[src/hdl/twt_pkg.sv]
// ----------------------------------------------------------------------------
// twt_pkg
// Shared status codes, serial constants and controller/datapath bundles
// for the timing wheel timer.
// ----------------------------------------------------------------------------
package twt_pkg;

    localparam logic [1:0] ST_ADDED    = 2'd0;
    localparam logic [1:0] ST_REJECTED = 2'd1;
    localparam logic [1:0] ST_EXPIRED  = 2'd2;

    localparam logic REQ_ADD  = 1'b0;
    localparam logic REQ_TICK = 1'b1;

    localparam logic [31:0] SERIAL_FIRST = 32'h0000_0001;
    localparam logic [31:0] SERIAL_WRAP  = 32'hFFFF_FFFE;

    // controller -> datapath
    typedef struct packed {
        logic load;      // capture the input word
        logic tick_adv;  // advance the wheel position
        logic clr;       // clear one slot head
        logic add_a;     // slot, node, reject flag, reciprocal product
        logic add_b;     // interval position/level, slot read
        logic add_c;     // link the node, emit the add result
        logic rej;       // emit a rejection
        logic tick_rd;   // read the slot reached by the tick
        logic node_rd;   // read the first node of the slot
        logic expire;    // emit one expiry, walk to the next node
    } t_cmd;

    // datapath -> controller
    typedef struct packed {
        logic clr_done;
        logic reject;
        logic head_empty;
        logic is_last;
        logic out_free;
    } t_stat;

endpackage

[src/hdl/twt_ctrl.sv]
// ----------------------------------------------------------------------------
// twt_ctrl
// Sequencer for the timing wheel: clear pass, add steps and the slot walk.
// ----------------------------------------------------------------------------
module twt_ctrl (
    input  logic          i_clk,
    input  logic          i_rst_n,
    input  logic          i_in_valid,
    input  logic          i_req_type,
    input  twt_pkg::t_stat i_stat,
    output logic          o_in_ready,
    output twt_pkg::t_cmd  o_cmd
);
    import twt_pkg::*;

    typedef enum logic [2:0] {
        S_CLEAR, S_IDLE, S_ADD0, S_ADD1, S_ADD2, S_TICK1, S_TICK2, S_TICK3
    } t_state;

    t_state r_state, n_state;
    logic   r_ready;
    logic   accept;

    assign accept     = i_in_valid && r_ready;
    assign o_in_ready = r_ready;

    always_comb begin
        n_state = r_state;
        o_cmd   = '0;
        unique case (r_state)
            S_CLEAR: begin
                o_cmd.clr = 1'b1;
                if (i_stat.clr_done) n_state = S_IDLE;
            end
            S_IDLE: begin
                if (accept) begin
                    o_cmd.load = 1'b1;
                    if (i_req_type == REQ_TICK) begin
                        o_cmd.tick_adv = 1'b1;
                        n_state = S_TICK1;
                    end else begin
                        n_state = S_ADD0;
                    end
                end
            end
            S_ADD0: begin
                o_cmd.add_a = 1'b1;
                n_state = S_ADD1;
            end
            S_ADD1: begin
                if (i_stat.reject) begin
                    if (i_stat.out_free) begin
                        o_cmd.rej = 1'b1;
                        n_state = S_IDLE;
                    end
                end else begin
                    o_cmd.add_b = 1'b1;
                    n_state = S_ADD2;
                end
            end
            S_ADD2: begin
                if (i_stat.out_free) begin
                    o_cmd.add_c = 1'b1;
                    n_state = S_IDLE;
                end
            end
            S_TICK1: begin
                o_cmd.tick_rd = 1'b1;
                n_state = S_TICK2;
            end
            S_TICK2: begin
                if (i_stat.head_empty) begin
                    n_state = S_IDLE;
                end else begin
                    o_cmd.node_rd = 1'b1;
                    n_state = S_TICK3;
                end
            end
            S_TICK3: begin
                if (i_stat.out_free) begin
                    o_cmd.expire = 1'b1;
                    if (i_stat.is_last) n_state = S_IDLE;
                end
            end
            default: n_state = S_IDLE;
        endcase
    end

    always_ff @(posedge i_clk) begin
        if (!i_rst_n) begin
            r_state <= S_CLEAR;
            r_ready <= 1'b0;
        end else begin
            r_state <= n_state;
            r_ready <= (n_state == S_IDLE);
        end
    end

endmodule

[config.mk]
export PLATFORM = sky130hd
export DESIGN_NAME = twt_ctrl
export DESIGN_NICKNAME = d
export VERILOG_FILES = /design/src/hdl/twt_pkg.sv /design/src/hdl/twt_ctrl.sv
export SDC_FILE = /design/constraint.sdc
export NUM_CORES = 1
export LEC_CHECK = 0
export BUFFER_PORTS_ARGS = -buffer_cell sky130_fd_sc_hd__buf_2
export CAP_MARGIN = 20
export CORE_AREA = 8 8 45 47
export CTS_CLUSTER_SIZE = 20
export DETAILED_ROUTE_END_ITERATION = 8
export DIE_AREA = 0 0 53 55
export PLACE_DENSITY = 0.58
export SLEW_MARGIN = 0
export SYNTH_ARGS = -nofsm -noshare
export SYNTH_HDL_FRONTEND = slang
export SYNTH_SLANG_ARGS = --single-unit
[constraint.sdc]
create_clock -name i_clk -period 1.6 [get_ports i_clk]
set_input_delay 0.16 -clock i_clk [delete_from_list [all_inputs] [get_ports i_clk]]
set_output_delay 0.16 -clock i_clk [all_outputs]
set_load 0.01 [all_outputs]
Yosys cells after proc, flatten, opt, wreduce, memory -nomap -nowiden
Index checks and enable logic that the tools add are counted.
{ "classes": {"add_sub_neg": 0, "n_mul": 0, "div": 0, "magnitude_cmp": 0, "n_eq_ne": 8, "shifts": 0, "muxes": 24, "bitwise_logic": 0, "n_reduce_logical": 2} }
{ "op_table": {"columns": ["cell", "count"], "rows": [
  ["$mux W3", 8],
  ["$pmux W3 S8", 1],
  ["$mux W1", 13],
  ["$eq A3 B3 Y1 const B", 4],
  ["$eq A3 B1 Y1 const B", 2],
  ["$eq A3 B2 Y1 const B", 2],
  ["$mux W2", 2],
  ["$logic_not A3 Y1", 1],
  ["$logic_and A1 B1 Y1", 1]
]} }
{ "word_totals": {"reg_bits": 4, "latchBits": 0, "ramBits": 0, "romBits": 0, "inputBits": 9, "out_inout_bits": 11, "word_cells": 36, "n_memories": 0} }

Logic depth before layout (Yosys ltp)
Gate-level depths: netlist (run 1).
{ "depth": {"word_depth": 4, "depth_mapped": 5, "depth_no_buf": 4} }

Least setup slack after synthesis (run 1)
No wires, ideal clock.
{ "synth_path": {"path_type": "reg2reg", "start": "reg r_state[2]", "end": "reg r_ready (netlist: o_in_ready)", "setup_ns": 0.117, "t_arrival_ns": 1.162, "setup_slack_ns": 0.321, "stages_incl_launch_ff": 5, "path_buffers": 1, "path_cell_list": "dfxtp_1 -> clkbuf_4 -> nor3_1 -> a221oi_2 -> and4b_1"} }
{ "synth_via": {"elab_chain_len": 4, "elab_cells_between_ends": 16, "classes_between": "eq/ne (8); mux (7); reduce/logical (1)"} }
{ "synth_rtl": {"columns": ["element", "line_no", "text"], "rows": [
  ["from (decl)", "twt_ctrl.sv:20", "t_state r_state, n_state;"],
  ["from (signal assigned)", "twt_ctrl.sv:94", "r_state <= n_state;"],
  ["$mux W3 (on tied branches)", "twt_ctrl.sv:82, twt_ctrl.sv:52, twt_ctrl.sv:62", null],
  ["$mux W3 (on tied branches)", "twt_ctrl.sv:80, twt_ctrl.sv:51", null],
  ["$pmux W3 S8 (*)", "twt_ctrl.sv:30", "unique case (r_state)"],
  ["$eq A3 B1 Y1 (*)", "twt_ctrl.sv:95", "r_ready <= (n_state == S_IDLE);"],
  ["to (signal assigned)", "twt_ctrl.sv:95", null],
  ["to (decl)", "twt_ctrl.sv:21", "logic r_ready;"]
]} }
Every way passes the cells marked *; elsewhere a longest branch is shown, timed or not.
A chain may end at the register's enable or synchronous reset.

==> impl_metrics.prom, run 1 <==
# TYPE chip_impl_metric gauge
chip_impl_info{name="status",value="complete, no violations"} 1
chip_impl_metric{name="report.final.setup_viol",unit=""} 0
chip_impl_metric{name="cts-root-to-sink-buffers",unit=""} 2
chip_impl_metric{name="fin_setup_tns",unit="ns"} 0
chip_impl_info{name="critical_path.reg2reg.startpoint",value="r_state[0]"} 1
chip_impl_metric{name="final.hold.worst_slack",unit="ns"} 0.1823
chip_impl_metric{name="drv.max_cap_violation_count",unit=""} 0
chip_impl_metric{name="max-vdd-ir-drop",unit="uV"} 523.5
chip_impl_metric{name="worst_clock_skew",unit="ns"} 0.002050
chip_impl_metric{name="postSynthNetCount",unit=""} 51
chip_impl_metric{name="syn-cell-area",unit="um^2"} 344.1
chip_impl_info{name="critPathLaunchType",value="register"} 1
chip_impl_metric{name="synthesis.instances",unit=""} 42
chip_impl_info{name="worst-setup-path-type",value="reg2out"} 1
chip_impl_metric{name="worst_slew_margin_rel",unit="%"} 76.75
chip_impl_metric{name="io_pins",unit=""} 20
chip_impl_metric{name="final.period_utilization",unit="%"} 93.32
chip_impl_metric{name="grt_overflow_total",unit=""} 0
chip_impl_info{name="worstHoldPathType",value="in2reg"} 1
chip_impl_info{name="setup.worst_path.start",value="r_state[1]"} 1
chip_impl_metric{name="cp_num_buf_inv",unit=""} 2
chip_impl_metric{name="use_met2",unit="%"} 11.13
chip_impl_metric{name="antenna_violations_before_repair",unit=""} 0
chip_impl_metric{name="number_of_slew_limit_violations_in_the_final_report",unit=""} 0
chip_impl_info{name="final_common_cell",value="sky130_fd_sc_hd__buf_2"} 1
chip_impl_metric{name="wl",unit="um"} 998
chip_impl_metric{name="grtUsageMet3",unit="%"} 4.011
chip_impl_metric{name="initial_utilization",unit="%"} 24.86
chip_impl_metric{name="first_global_vias",unit=""} 390
chip_impl_metric{name="dpl_worst_slack",unit="ns"} 0.2032
chip_impl_metric{name="worst_reg_to_reg_path_cell_count",unit=""} 5
chip_impl_metric{name="clock_insertion_delay_worst_skew",unit="ns"} 0.24
chip_impl_metric{name="wl_per_cell",unit="um"} 12.63
chip_impl_metric{name="setup.reg_to_reg.worst_slack",unit="ns"} 0.19
chip_impl_metric{name="drt.antenna.violating_nets",unit=""} 0
chip_impl_metric{name="post-place-cells",unit=""} 76
chip_impl_metric{name="gp_routability_congestion",unit=""} 0.8094
chip_impl_metric{name="critical_path.max_fanout",unit=""} 12
chip_impl_metric{name="die_w",unit="um"} 53
chip_impl_info{name="path_cells",value="and4bb_2 -> and2_4 -> nand2_1 -> inv_1 -> buf_2"} 1
chip_impl_metric{name="synth-async-reset-ratio",unit="%"} 0
chip_impl_metric{name="worst_slew_pin_slew",unit="ns"} 0.3482
chip_impl_metric{name="cts_inserted_buffers",unit=""} 3
chip_impl_metric{name="routed-via-count",unit=""} 375
chip_impl_metric{name="yosysWarnings",unit=""} 0
chip_impl_info{name="cell_type_group_with_the_largest_total_delay_on_the_critical_path",value="simple AND/OR/NAND/NOR gates"} 1
chip_impl_metric{name="detail_route.iter0.violations",unit=""} 6
chip_impl_metric{name="drt_first_pass_iters",unit=""} 4
chip_impl_metric{name="ys_seq_area_share",unit="%"} 23.27
chip_impl_metric{name="fin_crit",unit="ns"} 1.493
chip_impl_metric{name="synth-edff-count",unit=""} 0
chip_impl_metric{name="hold_buffer_count_at_cts",unit=""} 0
chip_impl_metric{name="max_fclk",unit="MHz"} 669.8
chip_impl_metric{name="area_growth",unit="%"} 38.91
chip_impl_metric{name="clkSlewWorstSetupHoldPaths",unit="ns"} 0.04
chip_impl_info{name="grt.busiest_layer",value="met2"} 1
chip_impl_info{name="grt_setup_unrepaired",value="no"} 1
chip_impl_info{name="regToRegEndpoint",value="o_in_ready"} 1
chip_impl_info{name="ys_dominant_reg_cell",value="sky130_fd_sc_hd__dfxtp_1"} 1
chip_impl_metric{name="critical_path.max_stage_delay",unit="ns"} 0.42
chip_impl_metric{name="layout.nets",unit=""} 74
chip_impl_metric{name="clock-sinks",unit=""} 4
chip_impl_info{name="cts_root_buf",value="sky130_fd_sc_hd__clkbuf_4"} 1
chip_impl_metric{name="row_count",unit=""} 14
chip_impl_metric{name="diodes",unit=""} 0
chip_impl_metric{name="groute.layer.met1.usage",unit="%"} 9.228
chip_impl_metric{name="grt_max_degree",unit=""} 13
chip_impl_metric{name="cts_max_level",unit=""} 1
chip_impl_metric{name="power_density",unit="nW/um^2"} 673.2
chip_impl_metric{name="die_y",unit="um"} 55
chip_impl_metric{name="syn-mean-instance-area",unit="um^2"} 8.192
chip_impl_metric{name="grt_first_pass_wirelength",unit="mm"} 1.683
chip_impl_metric{name="dp_hpwl",unit="um"} 818.3
chip_impl_info{name="tritoncts",value="built"} 1
chip_impl_metric{name="static-leakage-power",unit="nW"} 0.2421
chip_impl_metric{name="io_buffers",unit=""} 19
chip_impl_info{name="worst_setup_path_end_kind",value="output pin"} 1
chip_impl_metric{name="grt_util_all_layers",unit="%"} 7.583
chip_impl_metric{name="hold_viol",unit=""} 0
chip_impl_metric{name="crit_required",unit="ns"} 1.44
chip_impl_metric{name="path_depth",unit=""} 5
chip_impl_metric{name="via_per_inst",unit=""} 4.747
chip_impl_metric{name="final_cells",unit=""} 79
chip_impl_metric{name="fillerInstances",unit=""} 157
chip_impl_metric{name="fin_ws",unit="ns"} 0.1069
chip_impl_metric{name="post_synth_num_cell_types",unit=""} 25
chip_impl_info{name="crit_end",value="o_cmd[8]"} 1
chip_impl_metric{name="drive_above_1_share",unit="%"} 52.38
chip_impl_metric{name="synth_seq_cells",unit=""} 4
chip_impl_metric{name="timing.critical_path.arrival",unit="ns"} 1.33
chip_impl_metric{name="core-area",unit="um^2"} 1384
chip_impl_metric{name="die_area",unit="um^2"} 2915
chip_impl_info{name="slowest_stage",value="sky130_fd_sc_hd__dfxtp_2"} 1
chip_impl_metric{name="drc_errors",unit=""} 0
## synthesized netlist by cell type (2+ instances only)
master / number / area share, %
sky130_fd_sc_hd__dfxtp_1: 4 / 23
sky130_fd_sc_hd__and4bb_1: 2 / 7.3
sky130_fd_sc_hd__nor3b_1: 2 / 4.4
sky130_fd_sc_hd__inv_1: 3 / 3.3
sky130_fd_sc_hd__and2_1: 2 / 3.6
sky130_fd_sc_hd__nor2_1: 3 / 3.3
sky130_fd_sc_hd__nand3_1: 2 / 2.9
sky130_fd_sc_hd__nand2_1: 3 / 3.3
sky130_fd_sc_hd__a21oi_1: 2 / 2.9
sky130_fd_sc_hd__nor3b_2: 2 / 7.3
sky130_fd_sc_hd__a31oi_1: 3 / 5.5
## final cells by class
type | instances | area (um^2) | area share (%)
multi-input combinational | 31 | 227.7 | 47.64
timing repair buffer | 21 | 110.1 | 23.04
sequential | 4 | 82.58 | 17.28
clock buffer | 3 | 22.52 | 4.712
tap | 16 | 20.02 | 4.188
inverter | 4 | 15.01 | 3.141
## registers in the layout (all words and copies together), names as in the netlist
name,cells
r_state,3
o_in_ready,1
## kinds of logic after synthesis
logic type             after synthesis  synth area share, %
buffers and inverters                7                11.27
and+or+nand+nor                     21                43.63
AOI/OAI and AO/OA                   10                21.82
DFF                                  4                23.27
## metal layers
layer  part of all wire (%)  up-vias
li1                       -      195
met5                      0        -
met1                     42      165
met2                     49       15
met3                    9.4        0
met4                      0        0
## per-stage QoR
step           util [%]  total power [mW]  instance area (um^2)
6_report          34.54            0.3218                 478.0
5_1_grt           34.54            0.3489                 478.0
4_1_cts           34.36            0.3270                 475.5
3_5_place_dp      32.55            0.1951                 450.4
3_3_place_gp      32.55            0.1939                 450.4
2_1_floorplan         -            0.1633                 344.1
## worst min path at each step
stage / start / endpoint / slack (ns) / depth (start not counted)
2_1_floorplan: i_stat[4] / r_state[0] / 0.31 / 2
3_3_place_gp: i_stat[4] / r_state[0] / 0.43 / 3
3_5_place_dp: i_stat[4] / r_state[0] / 0.43 / 3
4_1_cts: i_stat[4] / r_state[0] / 0.18 / 3
5_1_grt: i_stat[4] / r_state[0] / 0.19 / 3
6_report: i_stat[4] / r_state[0] / 0.18 / 3
## worst min-delay path: stages
cell,delay [ns]
sky130_fd_sc_hd__buf_2,0.09
sky130_fd_sc_hd__inv_1,0.05
sky130_fd_sc_hd__a221oi_2,0.06
## timing repair
| action | in CTS | in global routing |
|---|---|---|
| buffers inserted | 0 | 0 |
| endpoints found under the setup margin | 1 | 1 |
| gates resized for setup | 2 | 1 |
## where the power goes
group          internal, mW  switching (mW)
logic                0.0375          0.0343
clock network        0.0840          0.0432
registers             0.108          0.0143
(Power assumes the default switching activity.)
==> run 2, diff against run 1 <==
--- a/config.mk
+++ b/config.mk
@@ -11,6 +11,7 @@
 export CTS_CLUSTER_SIZE = 20
 export DETAILED_ROUTE_END_ITERATION = 8
 export DIE_AREA = 0 0 53 55
+export GPL_TIMING_DRIVEN = 0
 export PLACE_DENSITY = 0.58
 export SLEW_MARGIN = 0
 export SYNTH_ARGS = -nofsm -noshare
==> impl_metrics.prom, run 2 (synthesis results as in run 1) <==
# TYPE chip_impl_metric gauge
chip_impl_metric{name="critical_path.max_stage_delay",unit="ns"} 0.37
chip_impl_metric{name="fin_ws",unit="ns"} 0.1219
chip_impl_metric{name="wl_per_cell",unit="um"} 12.10
chip_impl_info{name="worstHoldPathType",value="in2reg"} 1
chip_impl_metric{name="grt_overflow_total",unit=""} 0
chip_impl_metric{name="drc_errors",unit=""} 0
chip_impl_metric{name="drive_above_1_share",unit="%"} 48.44
chip_impl_info{name="grt_setup_unrepaired",value="no"} 1
chip_impl_metric{name="fin_setup_tns",unit="ns"} 0
chip_impl_metric{name="worst_slew_pin_slew",unit="ns"} 0.3173
chip_impl_metric{name="io_buffers",unit=""} 19
chip_impl_metric{name="post-place-cells",unit=""} 77
chip_impl_metric{name="drt_first_pass_iters",unit=""} 3
chip_impl_metric{name="gp_routability_congestion",unit=""} 0.7219
chip_impl_metric{name="initial_utilization",unit="%"} 24.86
chip_impl_metric{name="worst_clock_skew",unit="ns"} 0.003702
chip_impl_info{name="worst_setup_path_end_kind",value="output pin"} 1
chip_impl_metric{name="core-area",unit="um^2"} 1384
chip_impl_metric{name="stdcell_area",unit="um^2"} 484.2
chip_impl_metric{name="critical_path.max_fanout",unit=""} 5
chip_impl_metric{name="internal_power",unit="uW"} 230.1
chip_impl_info{name="largest-register",value="r_state"} 1
chip_impl_metric{name="largest_register_ff_count",unit=""} 3
chip_impl_metric{name="combinationalPowerShare",unit="%"} 24.7
chip_impl_metric{name="clkSlewWorstSetupHoldPaths",unit="ns"} 0.03
chip_impl_metric{name="layout.nets",unit=""} 75
chip_impl_metric{name="final_cells",unit=""} 80
chip_impl_metric{name="wl",unit="um"} 968
chip_impl_metric{name="die_y",unit="um"} 55
chip_impl_metric{name="cp_num_buf_inv",unit=""} 2
chip_impl_metric{name="clock_insertion_delay_worst_skew",unit="ns"} 0.24
chip_impl_metric{name="drv.max_cap_violation_count",unit=""} 0
chip_impl_info{name="commonest_cells_after_routing_fill_and_taps_aside",value="19 x sky130_fd_sc_hd__buf_2, 5 x sky130_fd_sc_hd__clkbuf_4, 4 x sky130_fd_sc_hd__dfxtp_1"} 1
chip_impl_metric{name="grt_util_all_layers",unit="%"} 7.096
chip_impl_metric{name="area_of_combinational_cells_with_multiple_inputs",unit="um^2"} 225.2
chip_impl_metric{name="power.switching_fraction",unit="%"} 28.29
chip_impl_metric{name="worst_slew_margin_rel",unit="%"} 78.69
chip_impl_metric{name="diodes",unit=""} 0
chip_impl_metric{name="cts_inserted_buffers",unit=""} 3
chip_impl_metric{name="antenna_violations_before_repair",unit=""} 0
chip_impl_metric{name="hold_viol",unit=""} 0
chip_impl_metric{name="final.hold.worst_slack",unit="ns"} 0.1854
chip_impl_metric{name="first_global_vias",unit=""} 380
chip_impl_metric{name="max-vdd-ir-drop",unit="uV"} 266.8
chip_impl_metric{name="fin_crit",unit="ns"} 1.478
chip_impl_info{name="critPathLaunchType",value="register"} 1
chip_impl_metric{name="area_growth",unit="%"} 40.73
chip_impl_metric{name="cts-root-to-sink-buffers",unit=""} 2
chip_impl_metric{name="dp_hpwl",unit="um"} 778
chip_impl_metric{name="die_area",unit="um^2"} 2915
chip_impl_metric{name="dpl_worst_slack",unit="ns"} 0.3045
chip_impl_info{name="worst-setup-path-type",value="reg2out"} 1
chip_impl_metric{name="power_density",unit="nW/um^2"} 662.6
chip_impl_metric{name="switchingPower",unit="uW"} 90.77
chip_impl_metric{name="die_w",unit="um"} 53
chip_impl_metric{name="max_fclk",unit="MHz"} 676.6
chip_impl_info{name="slowest_stage",value="sky130_fd_sc_hd__dfxtp_1"} 1
chip_impl_metric{name="routed-via-count",unit=""} 374
chip_impl_info{name="tritoncts",value="built"} 1
chip_impl_metric{name="fillerInstances",unit=""} 158
chip_impl_metric{name="cts_max_level",unit=""} 1
chip_impl_metric{name="power_frac_seq",unit="%"} 35.4
chip_impl_metric{name="io_pins",unit=""} 20
chip_impl_metric{name="detail_route.iter0.violations",unit=""} 6
chip_impl_metric{name="clock-sinks",unit=""} 4
chip_impl_metric{name="report.final.setup_viol",unit=""} 0
chip_impl_metric{name="number_of_slew_limit_violations_in_the_final_report",unit=""} 0
chip_impl_info{name="cts_root_buf",value="sky130_fd_sc_hd__clkbuf_4"} 1
chip_impl_info{name="final_common_cell",value="sky130_fd_sc_hd__buf_2"} 1
chip_impl_metric{name="grt_max_degree",unit=""} 11
chip_impl_info{name="path_cells",value="and4bb_2 -> and2_1 -> nand2_1 -> inv_1 -> buf_2"} 1
chip_impl_metric{name="crit_required",unit="ns"} 1.44
chip_impl_metric{name="clock_power_share",unit="%"} 39.9
chip_impl_metric{name="seq_area",unit="um^2"} 80.08
chip_impl_metric{name="placed_cell_area",unit="um^2"} 459.2
chip_impl_metric{name="drt.antenna.violating_nets",unit=""} 0
chip_impl_metric{name="grt_first_pass_wirelength",unit="mm"} 1.531
chip_impl_metric{name="timing.critical_path.arrival",unit="ns"} 1.32
chip_impl_metric{name="row_count",unit=""} 14
chip_impl_metric{name="via_per_inst",unit=""} 4.675
chip_impl_info{name="cell_type_group_with_the_largest_total_delay_on_the_critical_path",value="simple AND/OR/NAND/NOR gates"} 1
chip_impl_metric{name="final.period_utilization",unit="%"} 92.38
chip_impl_info{name="status",value="complete, no violations"} 1
chip_impl_metric{name="static-leakage-power",unit="nW"} 0.2449
run 2: per-stage QoR:
step	power (mW)	util [%]
after global routing	0.3473	34.99
after global placement	0.1937	33.18
after floorplan	0.1633	-
final	0.3209	34.99
after detailed placement	0.1935	33.18
after CTS	0.3234	34.81
run 2: area by class of cell:
class                   instances  area share, %
plain buffers                   3          5.426
clock buffers                   3          4.651
inverters                       4          3.101
multi-input cells              31          46.51
flip-flops and latches          4          16.54
well taps                      16          4.134
repair buffers                 19          19.64
run 2: path summary, 6_finish.rpt:
check,to,cells after the start,slack (ns),startpoint
setup reg to reg,o_in_ready,5,0.27,r_state[2]
hold / removal,r_state[0],3,0.19,i_stat[4]
setup / recovery,o_cmd[8],5,0.12,r_state[2]
hold reg to reg,r_state[0],3,0.69,o_in_ready
run 2: per-layer routing:
metal / GRT usage (%) / share of wire, % / vias to the layer above
met4: 7.759 / 2.6 / 0
li1: - / - / 200
met5: 0 / 0 / -
met2: 11.52 / 49 / 12
met1: 7.424 / 44 / 159
met3: 1.070 / 4.4 / 3
run 2: worst min-delay path: cells and delay by family:
| family | cells | cell delay [ns] |
|---|---|---|
| compound gates | 1 | 0.06 |
| buf+inv | 2 | 0.15 |
run 2: repair_timing:
item	4_1_cts	5_1_grt
hold buffers	0	0
setup endpoints to repair	0	1
setup buffers	0	0
resized for setup	0	1
run 2: power groups by stage:
stage | clock network (mW) | registers, mW | logic, mW
after floorplan | 0 | 0.116 | 0.0476
after global placement | 0 | 0.115 | 0.0788
after detailed placement | 0 | 0.115 | 0.0783
after CTS | 0.131 | 0.114 | 0.0789
after global routing | 0.145 | 0.115 | 0.0876
final | 0.128 | 0.114 | 0.0791
